## src/hw/rtl/lcfb_pkg.sv

```systemverilog
package lcfb_pkg;

	localparam logic [7:0]  START_BYTE = 8'h26;
	localparam logic [15:0] CRC_POLY   = 16'h1021;
	localparam int          MAX_BYTES  = 8;
	localparam int          IDX_W      = $clog2(MAX_BYTES);
	localparam logic [IDX_W-1:0] HDR_BYTES = IDX_W'(5);

	typedef struct packed {
		logic [MAX_BYTES-1:0][7:0] bytes;
		logic [IDX_W-1:0]          last_idx;
		logic                      ends_frame;
	} bundle_t;

	typedef struct packed {
		logic    valid;
		bundle_t bundle;
	} stage_t;

	// one byte of CRC-16/XMODEM, MSB first
	function automatic logic [15:0] crc_byte(input logic [15:0] crc, input logic [7:0] b);
		logic [15:0] c;
		c = crc ^ {b, 8'h00};
		for (int i = 0; i < 8; i++) begin
			if (c[15]) begin
				c = {c[14:0], 1'b0} ^ CRC_POLY;
			end else begin
				c = {c[14:0], 1'b0};
			end
		end
		return c;
	endfunction

endpackage

```

## src/hw/rtl/lcfb_byte_if.sv

```systemverilog
interface lcfb_byte_if;
	logic       valid;
	logic       ready;
	logic [7:0] data_byte;

	modport source (output valid, output data_byte, input ready);
	modport sink (input valid, input data_byte, output ready);
endinterface

```

## src/hw/rtl/lcfb_frame_if.sv

```systemverilog
interface lcfb_frame_if;
	logic       valid;
	logic       ready;
	logic [7:0] out_byte;
	logic       run_last;
	logic       frame_last;

	modport source (output valid, output out_byte, output run_last, output frame_last,
		input ready);
	modport sink (input valid, input out_byte, input run_last, input frame_last,
		output ready);
endinterface

```

## src/hw/rtl/lcfb_cfg_if.sv

```systemverilog
interface lcfb_cfg_if;
	logic        valid;
	logic        ready;
	logic [15:0] payload_length;

	modport source (output valid, output payload_length, input ready);
	modport sink (input valid, input payload_length, output ready);
endinterface

```

## src/hw/rtl/lcfb_framer.sv

```systemverilog
module lcfb_framer (
	input  logic                 clk,
	input  logic                 arst_n,
	lcfb_byte_if.sink            data_in,
	lcfb_cfg_if.sink             cfg,
	input  logic                 take,
	output lcfb_pkg::stage_t     stage
);

	logic [15:0]       payload_length_q;
	logic [15:0]       bytes_taken_q;
	logic [15:0]       running_crc_q;
	logic              valid_s1;
	lcfb_pkg::bundle_t bundle_s1;

	logic [15:0]       len;
	logic [15:0]       crc_next;
	logic              first;
	logic              ends;
	logic              accept;
	lcfb_pkg::bundle_t bundle_next;

	assign cfg.ready     = 1'b1;
	assign data_in.ready = !valid_s1 || take;
	assign accept        = data_in.valid && data_in.ready;

	always_comb begin
		len      = (payload_length_q == 16'd0) ? 16'd1 : payload_length_q;
		crc_next = lcfb_pkg::crc_byte(running_crc_q, data_in.data_byte);
		first    = (bytes_taken_q == 16'd0);
		ends     = ({1'b0, bytes_taken_q} + 17'd1) >= {1'b0, len};
		bundle_next = '0;
		if (first) begin
			bundle_next.bytes[0] = lcfb_pkg::START_BYTE;
			bundle_next.bytes[1] = len[7:0];
			bundle_next.bytes[2] = len[15:8];
			bundle_next.bytes[5] = data_in.data_byte;
			bundle_next.bytes[6] = crc_next[7:0];
			bundle_next.bytes[7] = crc_next[15:8];
		end else begin
			bundle_next.bytes[0] = data_in.data_byte;
			bundle_next.bytes[1] = crc_next[7:0];
			bundle_next.bytes[2] = crc_next[15:8];
		end
		bundle_next.last_idx   = (first ? lcfb_pkg::HDR_BYTES : '0)
			+ (ends ? lcfb_pkg::IDX_W'(2) : '0);
		bundle_next.ends_frame = ends;
	end

	always_ff @(posedge clk or negedge arst_n) begin
		if (!arst_n) begin
			payload_length_q <= 16'd1;
			bytes_taken_q    <= '0;
			running_crc_q    <= '0;
			valid_s1         <= 1'b0;
		end else begin
			if (cfg.valid && cfg.ready) begin
				payload_length_q <= cfg.payload_length;
			end
			if (accept) begin
				valid_s1 <= 1'b1;
				if (ends) begin
					bytes_taken_q <= '0;
					running_crc_q <= '0;
				end else begin
					bytes_taken_q <= bytes_taken_q + 16'd1;
					running_crc_q <= crc_next;
				end
			end else if (take) begin
				valid_s1 <= 1'b0;
			end
		end
	end

	always_ff @(posedge clk) begin
		if (accept) begin
			bundle_s1 <= bundle_next;
		end
	end

	assign stage.valid  = valid_s1;
	assign stage.bundle = bundle_s1;

endmodule

```

## src/hw/rtl/lcfb_serializer.sv

```systemverilog
module lcfb_serializer (
	input  logic                 clk,
	input  logic                 arst_n,
	input  lcfb_pkg::stage_t     stage,
	output logic                 take,
	lcfb_frame_if.source         frame_out
);

	logic                          valid_s2;
	lcfb_pkg::bundle_t             bundle_s2;
	logic [lcfb_pkg::IDX_W-1:0]    idx_q;
	logic                          at_last;
	logic                          done;

	assign at_last = (idx_q == bundle_s2.last_idx);
	assign done    = frame_out.valid && frame_out.ready && at_last;
	assign take    = stage.valid && (!valid_s2 || done);

	assign frame_out.valid      = valid_s2;
	assign frame_out.out_byte   = bundle_s2.bytes[idx_q];
	assign frame_out.run_last   = at_last;
	assign frame_out.frame_last = at_last && bundle_s2.ends_frame;

	always_ff @(posedge clk or negedge arst_n) begin
		if (!arst_n) begin
			valid_s2 <= 1'b0;
			idx_q    <= '0;
		end else begin
			if (take) begin
				valid_s2 <= 1'b1;
				idx_q    <= '0;
			end else if (done) begin
				valid_s2 <= 1'b0;
				idx_q    <= '0;
			end else if (frame_out.valid && frame_out.ready) begin
				idx_q <= idx_q + lcfb_pkg::IDX_W'(1);
			end
		end
	end

	always_ff @(posedge clk) begin
		if (take) begin
			bundle_s2 <= stage.bundle;
		end
	end

endmodule

```

## src/hw/rtl/length_crc_frame_builder.sv

```systemverilog
// Frames a payload byte stream: start byte 0x26, 4-byte little-endian length
// (from payload_length, 0 treated as 1), payload, then CRC-16/XMODEM low byte
// first. Each input word is turned into a group of 1 to 8 output words, which
// is registered in a holding stage; a second stage sends the group out one
// word per cycle while the output is ready. The output channel sets the rate:
// an input word gives 1 output word mid-frame, 3 for the byte that ends a
// frame, 6 for the first byte of a frame and 8 for a one-byte frame, and the
// next input word is taken in the cycle the holding stage hands its group on,
// so mid-frame bytes flow at one word per cycle while the output is ready.
// Write payload_length only while the block is idle.
module length_crc_frame_builder (
	input  logic          clk,
	input  logic          arst_n,
	lcfb_byte_if.sink     data_in,
	lcfb_cfg_if.sink      cfg,
	lcfb_frame_if.source  frame_out
);

	lcfb_pkg::stage_t stage;
	logic             take;

	lcfb_framer u_framer (
		.clk     (clk),
		.arst_n  (arst_n),
		.data_in (data_in),
		.cfg     (cfg),
		.take    (take),
		.stage   (stage)
	);

	lcfb_serializer u_serializer (
		.clk       (clk),
		.arst_n    (arst_n),
		.stage     (stage),
		.take      (take),
		.frame_out (frame_out)
	);

endmodule
```

## src/flat_wrapper.sv

```systemverilog
// flat-port wrapper written by rule: the top's interface ports become plain ports
module length_crc_frame_builder_flat 
  (clk, arst_n, data_in_valid, data_in_data_byte, data_in_ready, cfg_valid, cfg_payload_length, cfg_ready, frame_out_valid, frame_out_out_byte, frame_out_run_last, frame_out_frame_last, frame_out_ready);
  lcfb_byte_if data_in_i ();
  lcfb_cfg_if cfg_i ();
  lcfb_frame_if frame_out_i ();
  input  logic clk;
  input  logic arst_n;
  input wire logic [$bits(data_in_i.valid)-1:0] data_in_valid;
  input wire logic [$bits(data_in_i.data_byte)-1:0] data_in_data_byte;
  output wire logic [$bits(data_in_i.ready)-1:0] data_in_ready;
  input wire logic [$bits(cfg_i.valid)-1:0] cfg_valid;
  input wire logic [$bits(cfg_i.payload_length)-1:0] cfg_payload_length;
  output wire logic [$bits(cfg_i.ready)-1:0] cfg_ready;
  output wire logic [$bits(frame_out_i.valid)-1:0] frame_out_valid;
  output wire logic [$bits(frame_out_i.out_byte)-1:0] frame_out_out_byte;
  output wire logic [$bits(frame_out_i.run_last)-1:0] frame_out_run_last;
  output wire logic [$bits(frame_out_i.frame_last)-1:0] frame_out_frame_last;
  input wire logic [$bits(frame_out_i.ready)-1:0] frame_out_ready;
  assign data_in_i.valid = data_in_valid;
  assign data_in_i.data_byte = data_in_data_byte;
  assign data_in_ready = data_in_i.ready;
  assign cfg_i.valid = cfg_valid;
  assign cfg_i.payload_length = cfg_payload_length;
  assign cfg_ready = cfg_i.ready;
  assign frame_out_valid = frame_out_i.valid;
  assign frame_out_out_byte = frame_out_i.out_byte;
  assign frame_out_run_last = frame_out_i.run_last;
  assign frame_out_frame_last = frame_out_i.frame_last;
  assign frame_out_i.ready = frame_out_ready;
  length_crc_frame_builder u_core (.clk(clk), .arst_n(arst_n), .data_in(data_in_i), .cfg(cfg_i), .frame_out(frame_out_i));
endmodule
```

## config.mk

```make
export PLATFORM = sky130hd
export DESIGN_NAME = length_crc_frame_builder_flat
export DESIGN_NICKNAME = d
export VERILOG_FILES = /design/src/hw/rtl/lcfb_pkg.sv /design/src/hw/rtl/lcfb_byte_if.sv /design/src/hw/rtl/lcfb_frame_if.sv /design/src/hw/rtl/lcfb_cfg_if.sv /design/src/hw/rtl/lcfb_framer.sv /design/src/hw/rtl/lcfb_serializer.sv /design/src/hw/rtl/length_crc_frame_builder.sv /design/src/flat_wrapper.sv
export SDC_FILE = /design/constraint.sdc
export NUM_CORES = 1
export LEC_CHECK = 0
export BUFFER_PORTS_ARGS = -buffer_cell sky130_fd_sc_hd__buf_2
export CORE_UTILIZATION = 45
export CTS_CLUSTER_SIZE = 10
export DETAILED_ROUTE_END_ITERATION = 16
export GPL_TIMING_DRIVEN = 0
export SLEW_MARGIN = 40
export SYNTH_ARGS = -nofsm -noshare
export SYNTH_HDL_FRONTEND = slang
export SYNTH_HIERARCHICAL = 1
export SYNTH_SLANG_ARGS = --single-unit
```

## constraint.sdc

```tcl
create_clock -name clk -period 18.81 [get_ports clk]
set_clock_uncertainty 0.2 [all_clocks]
set_input_delay 5.643 -clock clk [delete_from_list [all_inputs] [get_ports clk]]
set_output_delay 5.643 -clock clk [all_outputs]
set_load 0.005 [all_outputs]
```

After elaboration in Yosys (flattened, before gate mapping) --
Index checks and enable logic that the tools add are counted.
Storage, ports and cells: bits in registers 157
Cells by class: add/sub/neg operators 4, $lt $le $gt $ge 2, eq/ne operators 1, muxes and demuxes 23, bitwise operators 9, reduce and logical (&&, ||, !) cells 14
Operator list (count):
- two-way mux 13 bit | 8
- two-way mux 16 bit | 3
- logical NOT 16 bit | 2
- binary-select mux 8 bit (select 3 bit) | 1
- two-way mux 24 bit | 1
- NOT 3 bit | 8
- adder 16 x 1 -> 17 bit, second input constant | 1
- >= comparator 17 x 16 -> 1 bit | 1
- adder 16 x 1 -> 16 bit, second input constant | 1
- bitwise XOR 16 bit | 1
- two-way mux 3 bit | 4
- two-way mux 8 bit | 1
- logical AND 1 bit | 5
- < comparator 3 x 4 -> 1 bit, second input constant | 1
- two-way mux 1 bit | 4
- nonzero test 2 bit | 2
- adder 3 x 1 -> 3 bit, second input constant | 1
- adder 3 x 2 -> 3 bit | 1
- == test 3 bit | 1
- nonzero test 3 bit | 1
- logical NOT 1 bit | 2
- logical OR 1 bit | 2
- two-way mux 2 bit | 1

Logic depth before layout (Yosys ltp) --
depth in word-level cells 18, gate-level depth with buffers 14, depth with buffers taken out 12

Hierarchy --
The synthesis kept the hierarchy.
By module, submodules not included:
- lcfb_framer | times used 1, cells an instance 441, area an instance 4837.1 µm², sequential area each 2728.9 µm²
- lcfb_serializer | times used 1, cells an instance 122, area an instance 2840.2 µm², sequential area each 2142.1 µm²

Worst setup path before layout --
Ideal clock, no wire load.
path kind input to output, from input port frame_out_ready, to output port data_in_ready, arrival time 11.261 ns, required time 12.967 ns, path slack 1.706 ns, stages on the path 3, path through nand4_1 -> a21boi_0 -> nand2b_1
Between the ends: word-level cells in the longest chain between the ends 5
Ends and longest elaborated chain:
- start: declaration | RTL line flat_wrapper.sv:19 | input wire logic [$bits(frame_out_i.ready)-1:0] frame_out_ready;
- logical AND 1 bit (2 in series) | RTL line lcfb_serializer.sv:16 | assign done = frame_out.valid && frame_out.ready && at_last;
- logical OR 1 bit | RTL line lcfb_serializer.sv:17 | assign take = stage.valid && (!valid_s2 || done);
- logical AND 1 bit | RTL line lcfb_serializer.sv:17
- via u_core.take | RTL line length_crc_frame_builder.sv:20 | logic take;
- logical OR 1 bit | RTL line lcfb_framer.sv:24 | assign data_in.ready = !valid_s1 || take;
- end: declaration | RTL line flat_wrapper.sv:11 | output wire logic [$bits(data_in_i.ready)-1:0] data_in_ready;
The timed path passes the listed nets, and every way through them passes these cells.

Worst setup path in the final report --
Same ends and word-level chain as after synthesis.

==> flow_metrics.py <==
metrics = {
    "flow_run": {
        "cap_violations": 0,
    },
    "yosys": {
        "synth_top_cell_area_share_pct": 46.2,
        "ys_warn_count": 6,
        "synth_area_leaders": "edfxtp_1, dfrtp_1, xnor2_1",
        "synth_cell_types": 52,
        "synth-seq-cells": 171,
        "synth-async-reset-ratio_pct": 31.0,
        "synth_most_common_cell": "edfxtp_1",
        "synth_cells": 563,
        "synthTopCellsByCount": "edfxtp_1, nand2_1, dfrtp_1",
        "synth_edf_count": 118,
        "synth_area_um2": 7680,
        "syn_area_per_cell_um2": 13.6,
        "synth_ff_type": "edfxtp_1",
        "synth_area_leader_cell": "edfxtp_1",
        "synth_seq_area_share_pct": 63.4,
    },
    "sta": {
        "hold_viol_final": 0,
        "drv_slew": 0,
        "post-route-min-period_ns": 12.66,
        "worst_hold_slack_ns": 0.216,
        "fin_crit_sh_pct": 67.3,
        "tightest_slew_ns": 0.731,
        "worst_slack_ns": 6.15,
        "max_freq_mhz": 79.0,
        "relSlewSlack_pct": 51.3,
        "grt_setup_unrepaired": "false",
        "setup_viol": 0,
    },
    "worst_setup_path": {
        "cp.required_ns": 12.97,
        "cp-start-kind": "primary input",
        "critPathArrivalTime_ns": 6.82,
        "cpMostUsedCell": "buf_2",
        "worstSetupPathType": "in2out",
        "timing.rr.start": "u_core/u_framer/bytes_taken_q[0]$_DFFE_PN0P_",
        "crit_path_end_kind": "primary output",
        "crit_slowest_cell": "a21boi_4",
        "cp-startpoint": "frame_out_ready",
        "critical_path.max_fanout": 14,
        "crit_chain": "buf_2 -> nand4_1 -> a21boi_4 -> nand2b_1 -> buf_2",
        "critPathMaxStageDelay_ns": 0.49,
    },
    "place": {
        "io_buffers": 40,
        "dp_slack_ns": 6.13,
        "dpl.hpwl_um": 11000,
        "gp_congestion": 0.845,
    },
    "clocking": {
        "cts_tree": "done",
        "cts_resized": 0,
        "clockRootBuffer": "clkbuf_16",
        "worstSkewPairLatency_ns": 0.42,
        "numCtsBuffers": 17,
        "postCtsSetupBuffers": 0,
        "clk_pin_slew_worst_paths_ns": 0.06,
        "cts_htree_levels": 4,
        "clock_sinks": 171,
        "cts_hold_buf": 0,
        "clk_path_buf_depth": 2,
    },
    "hold_path": {
        "hold_start": "u_core/u_framer/stage[52]$_SDFFCE_PN0P_",
        "hold_path.class": "reg2reg",
    },
    "global_routing": {
        "grt_use_total_pct": 19.1,
        "grt_pass1_wl_um": 25000,
        "grt_overflow_total": 0,
        "grt_max_degree": 58,
        "grt_pass1_vias": 4611,
        "antenna_found_initial": 0,
    },
    "floorplanning": {
        "die_h_um": 133,
        "start_util_pct": 46.1,
        "core.rowCount": 47,
        "die_area_um2": 17600,
        "pin_count": 42,
        "core_area_um2": 16600,
        "dieWidth_um": 133,
    },
    "drt": {
        "viasPerCell": 5.10,
        "drc": 0,
        "vias": 4454,
        "wire_per_inst_um": 17.9,
        "drt-pass1-iter-count": 5,
        "ant_nets": 0,
        "wl_um": 15700,
        "drt_first_iter_violations": 284,
    },
    "final_layout": {
        "finalNetCount": 689,
        "area_growth_pct": 15.3,
        "num_antenna_cells": 0,
        "final_util_pct": 53.2,
        "drive_gt1_share_pct": 21.1,
    },
    "power_and_ir_drop": {
        "peakVddDrop_mv": 0.0776,
        "powerDensity_nw_per_um2": 142,
        "power.total_w": 0.00126,
        "p_leak_nw": 3.49,
    },
    "run_status": {
        "outcome": "completed",
    },
}
[through the flow]
| step | setup TNS [ns] | instances | area (um2) |
|---|---|---|---|
| after detailed placement | 0 | 842 | 8290 |
| after floorplan | 0 | 578 | 7730 |
| after global routing | 0 | 874 | 8850 |
| after global placement | -0.472 | 838 | 8210 |
| after CTS | 0 | 874 | 8850 |
| final | 0 | 874 | 8850 |
[routing by layer]
| metal | wire [um] | vias up | global-route usage [%] | part of all wire, % |
|---|---|---|---|---|
| met1 | 7050 | 2183 | 25.0 | 45 |
| met2 | 7830 | 86 | 31.9 | 50 |
| met5 | 0 | - | 0 | 0 |
| met3 | 475 | 24 | 3.72 | 3.0 |
| li1 | - | 2161 | - | - |
| met4 | 301 | 0 | 6.77 | 1.9 |
[worst max-delay path, delay by kind of cell]
kind | cells | cell delay [ns]
AND/OR/NAND/NOR | 2 | 0.42
AO/OA/AOI/OAI | 1 | 0.49
buffers and inverters | 2 | 0.27
[path summary, 6_finish.rpt]
check	slack, ns	to	cells past startpoint
setup / recovery	6.15	data_in_ready	5
hold / removal	0.22	u_core/u_serializer/bundle_s2[52]$_DFFE_PP_	0
setup reg to reg	15.18	u_core/u_framer/running_crc_q[11]$_DFFE_PN0P_	11
hold reg to reg	0.22	u_core/u_serializer/bundle_s2[52]$_DFFE_PP_	0
max in group asynchronous	12.84	u_core/u_framer/running_crc_q[11]$_DFFE_PN0P_	1
min in group asynchronous	5.08	u_core/u_framer/bytes_taken_q[13]$_DFFE_PN0P_	1
[layout by cell type, fill, tap and decap left out, types with 3 or more instances in the layout]
cell type / instances
buf_8: 4
a21oi_1: 13
xnor2_1: 32
nand2_1: 58
edfxtp_1: 118
clkinv_4: 4
mux4_2: 7
clkinvlp_4: 3
o21ai_2: 10
o31ai_1: 4
nand3_1: 12
o21ai_0: 38
inv_6: 6
mux2_4: 7
nor2_1: 30
a21o_1: 4
clkbuf_1: 12
clkbuf_16: 17
nor3_1: 4
buf_2: 45
nand2b_1: 5
dfrtp_1: 52
mux4_1: 9
ha_1: 19
nand4_1: 5
xor2_1: 9
nor4_1: 5
and2_1: 17
and3_1: 4
and4_1: 3
a22o_1: 12
conb_1: 17
buf_4: 21
inv_1: 19
[kinds of logic (layout without fill, tap and decap cells)]
logic type,after synthesis,in the layout,synth area share (%)
and+or+nand+nor,154,154,9.81
adders and majority gates,19,19,3.10
AOI/OAI and AO/OA,89,89,7.56
xor gates and xnor gates,41,41,4.68
DFF,171,171,63.4
muxes,25,25,6.80
other,2,17,0.0978
buffers and inverters,62,138,4.51
[power breakdown]
group | total (W) | switching (W) | internal (W) | leakage (nW)
logic | 0.000391 | 0.000220 | 0.000171 | 1.48
clock network | 0.000329 | 0.000145 | 0.000184 | 0.267
registers | 0.000535 | 0.0000341 | 0.000501 | 1.75
total | 0.00126 | 0.000399 | 0.000856 | 3.49
[flip-flops by register name (all words and copies together), names as in the netlist]
| signal | flops |
|---|---|
| u_core/u_framer/bytes_taken_q | 16 |
| u_core/u_serializer/bundle_s2 | 68 |
| u_core/u_framer/running_crc_q | 16 |
| u_core/u_serializer/idx_q | 3 |
| u_core/u_framer/stage | 50 |
| u_core/u_serializer/frame_out.valid | 1 |
| u_core/u_framer/payload_length_q | 16 |
| u_core/u_framer/valid_s1 | 1 |
[area by class of cell]
type,count,area [um2]
fillers,1388,7790
flip-flops and latches,171,4870
multi-input cells,345,2530
clock buffers,17,425
well taps,220,275
plain buffers,42,272
repair buffers,44,263
clock inverters,15,139
inverters,20,80.1
Note: power is estimated with default switching activity, not from simulation.
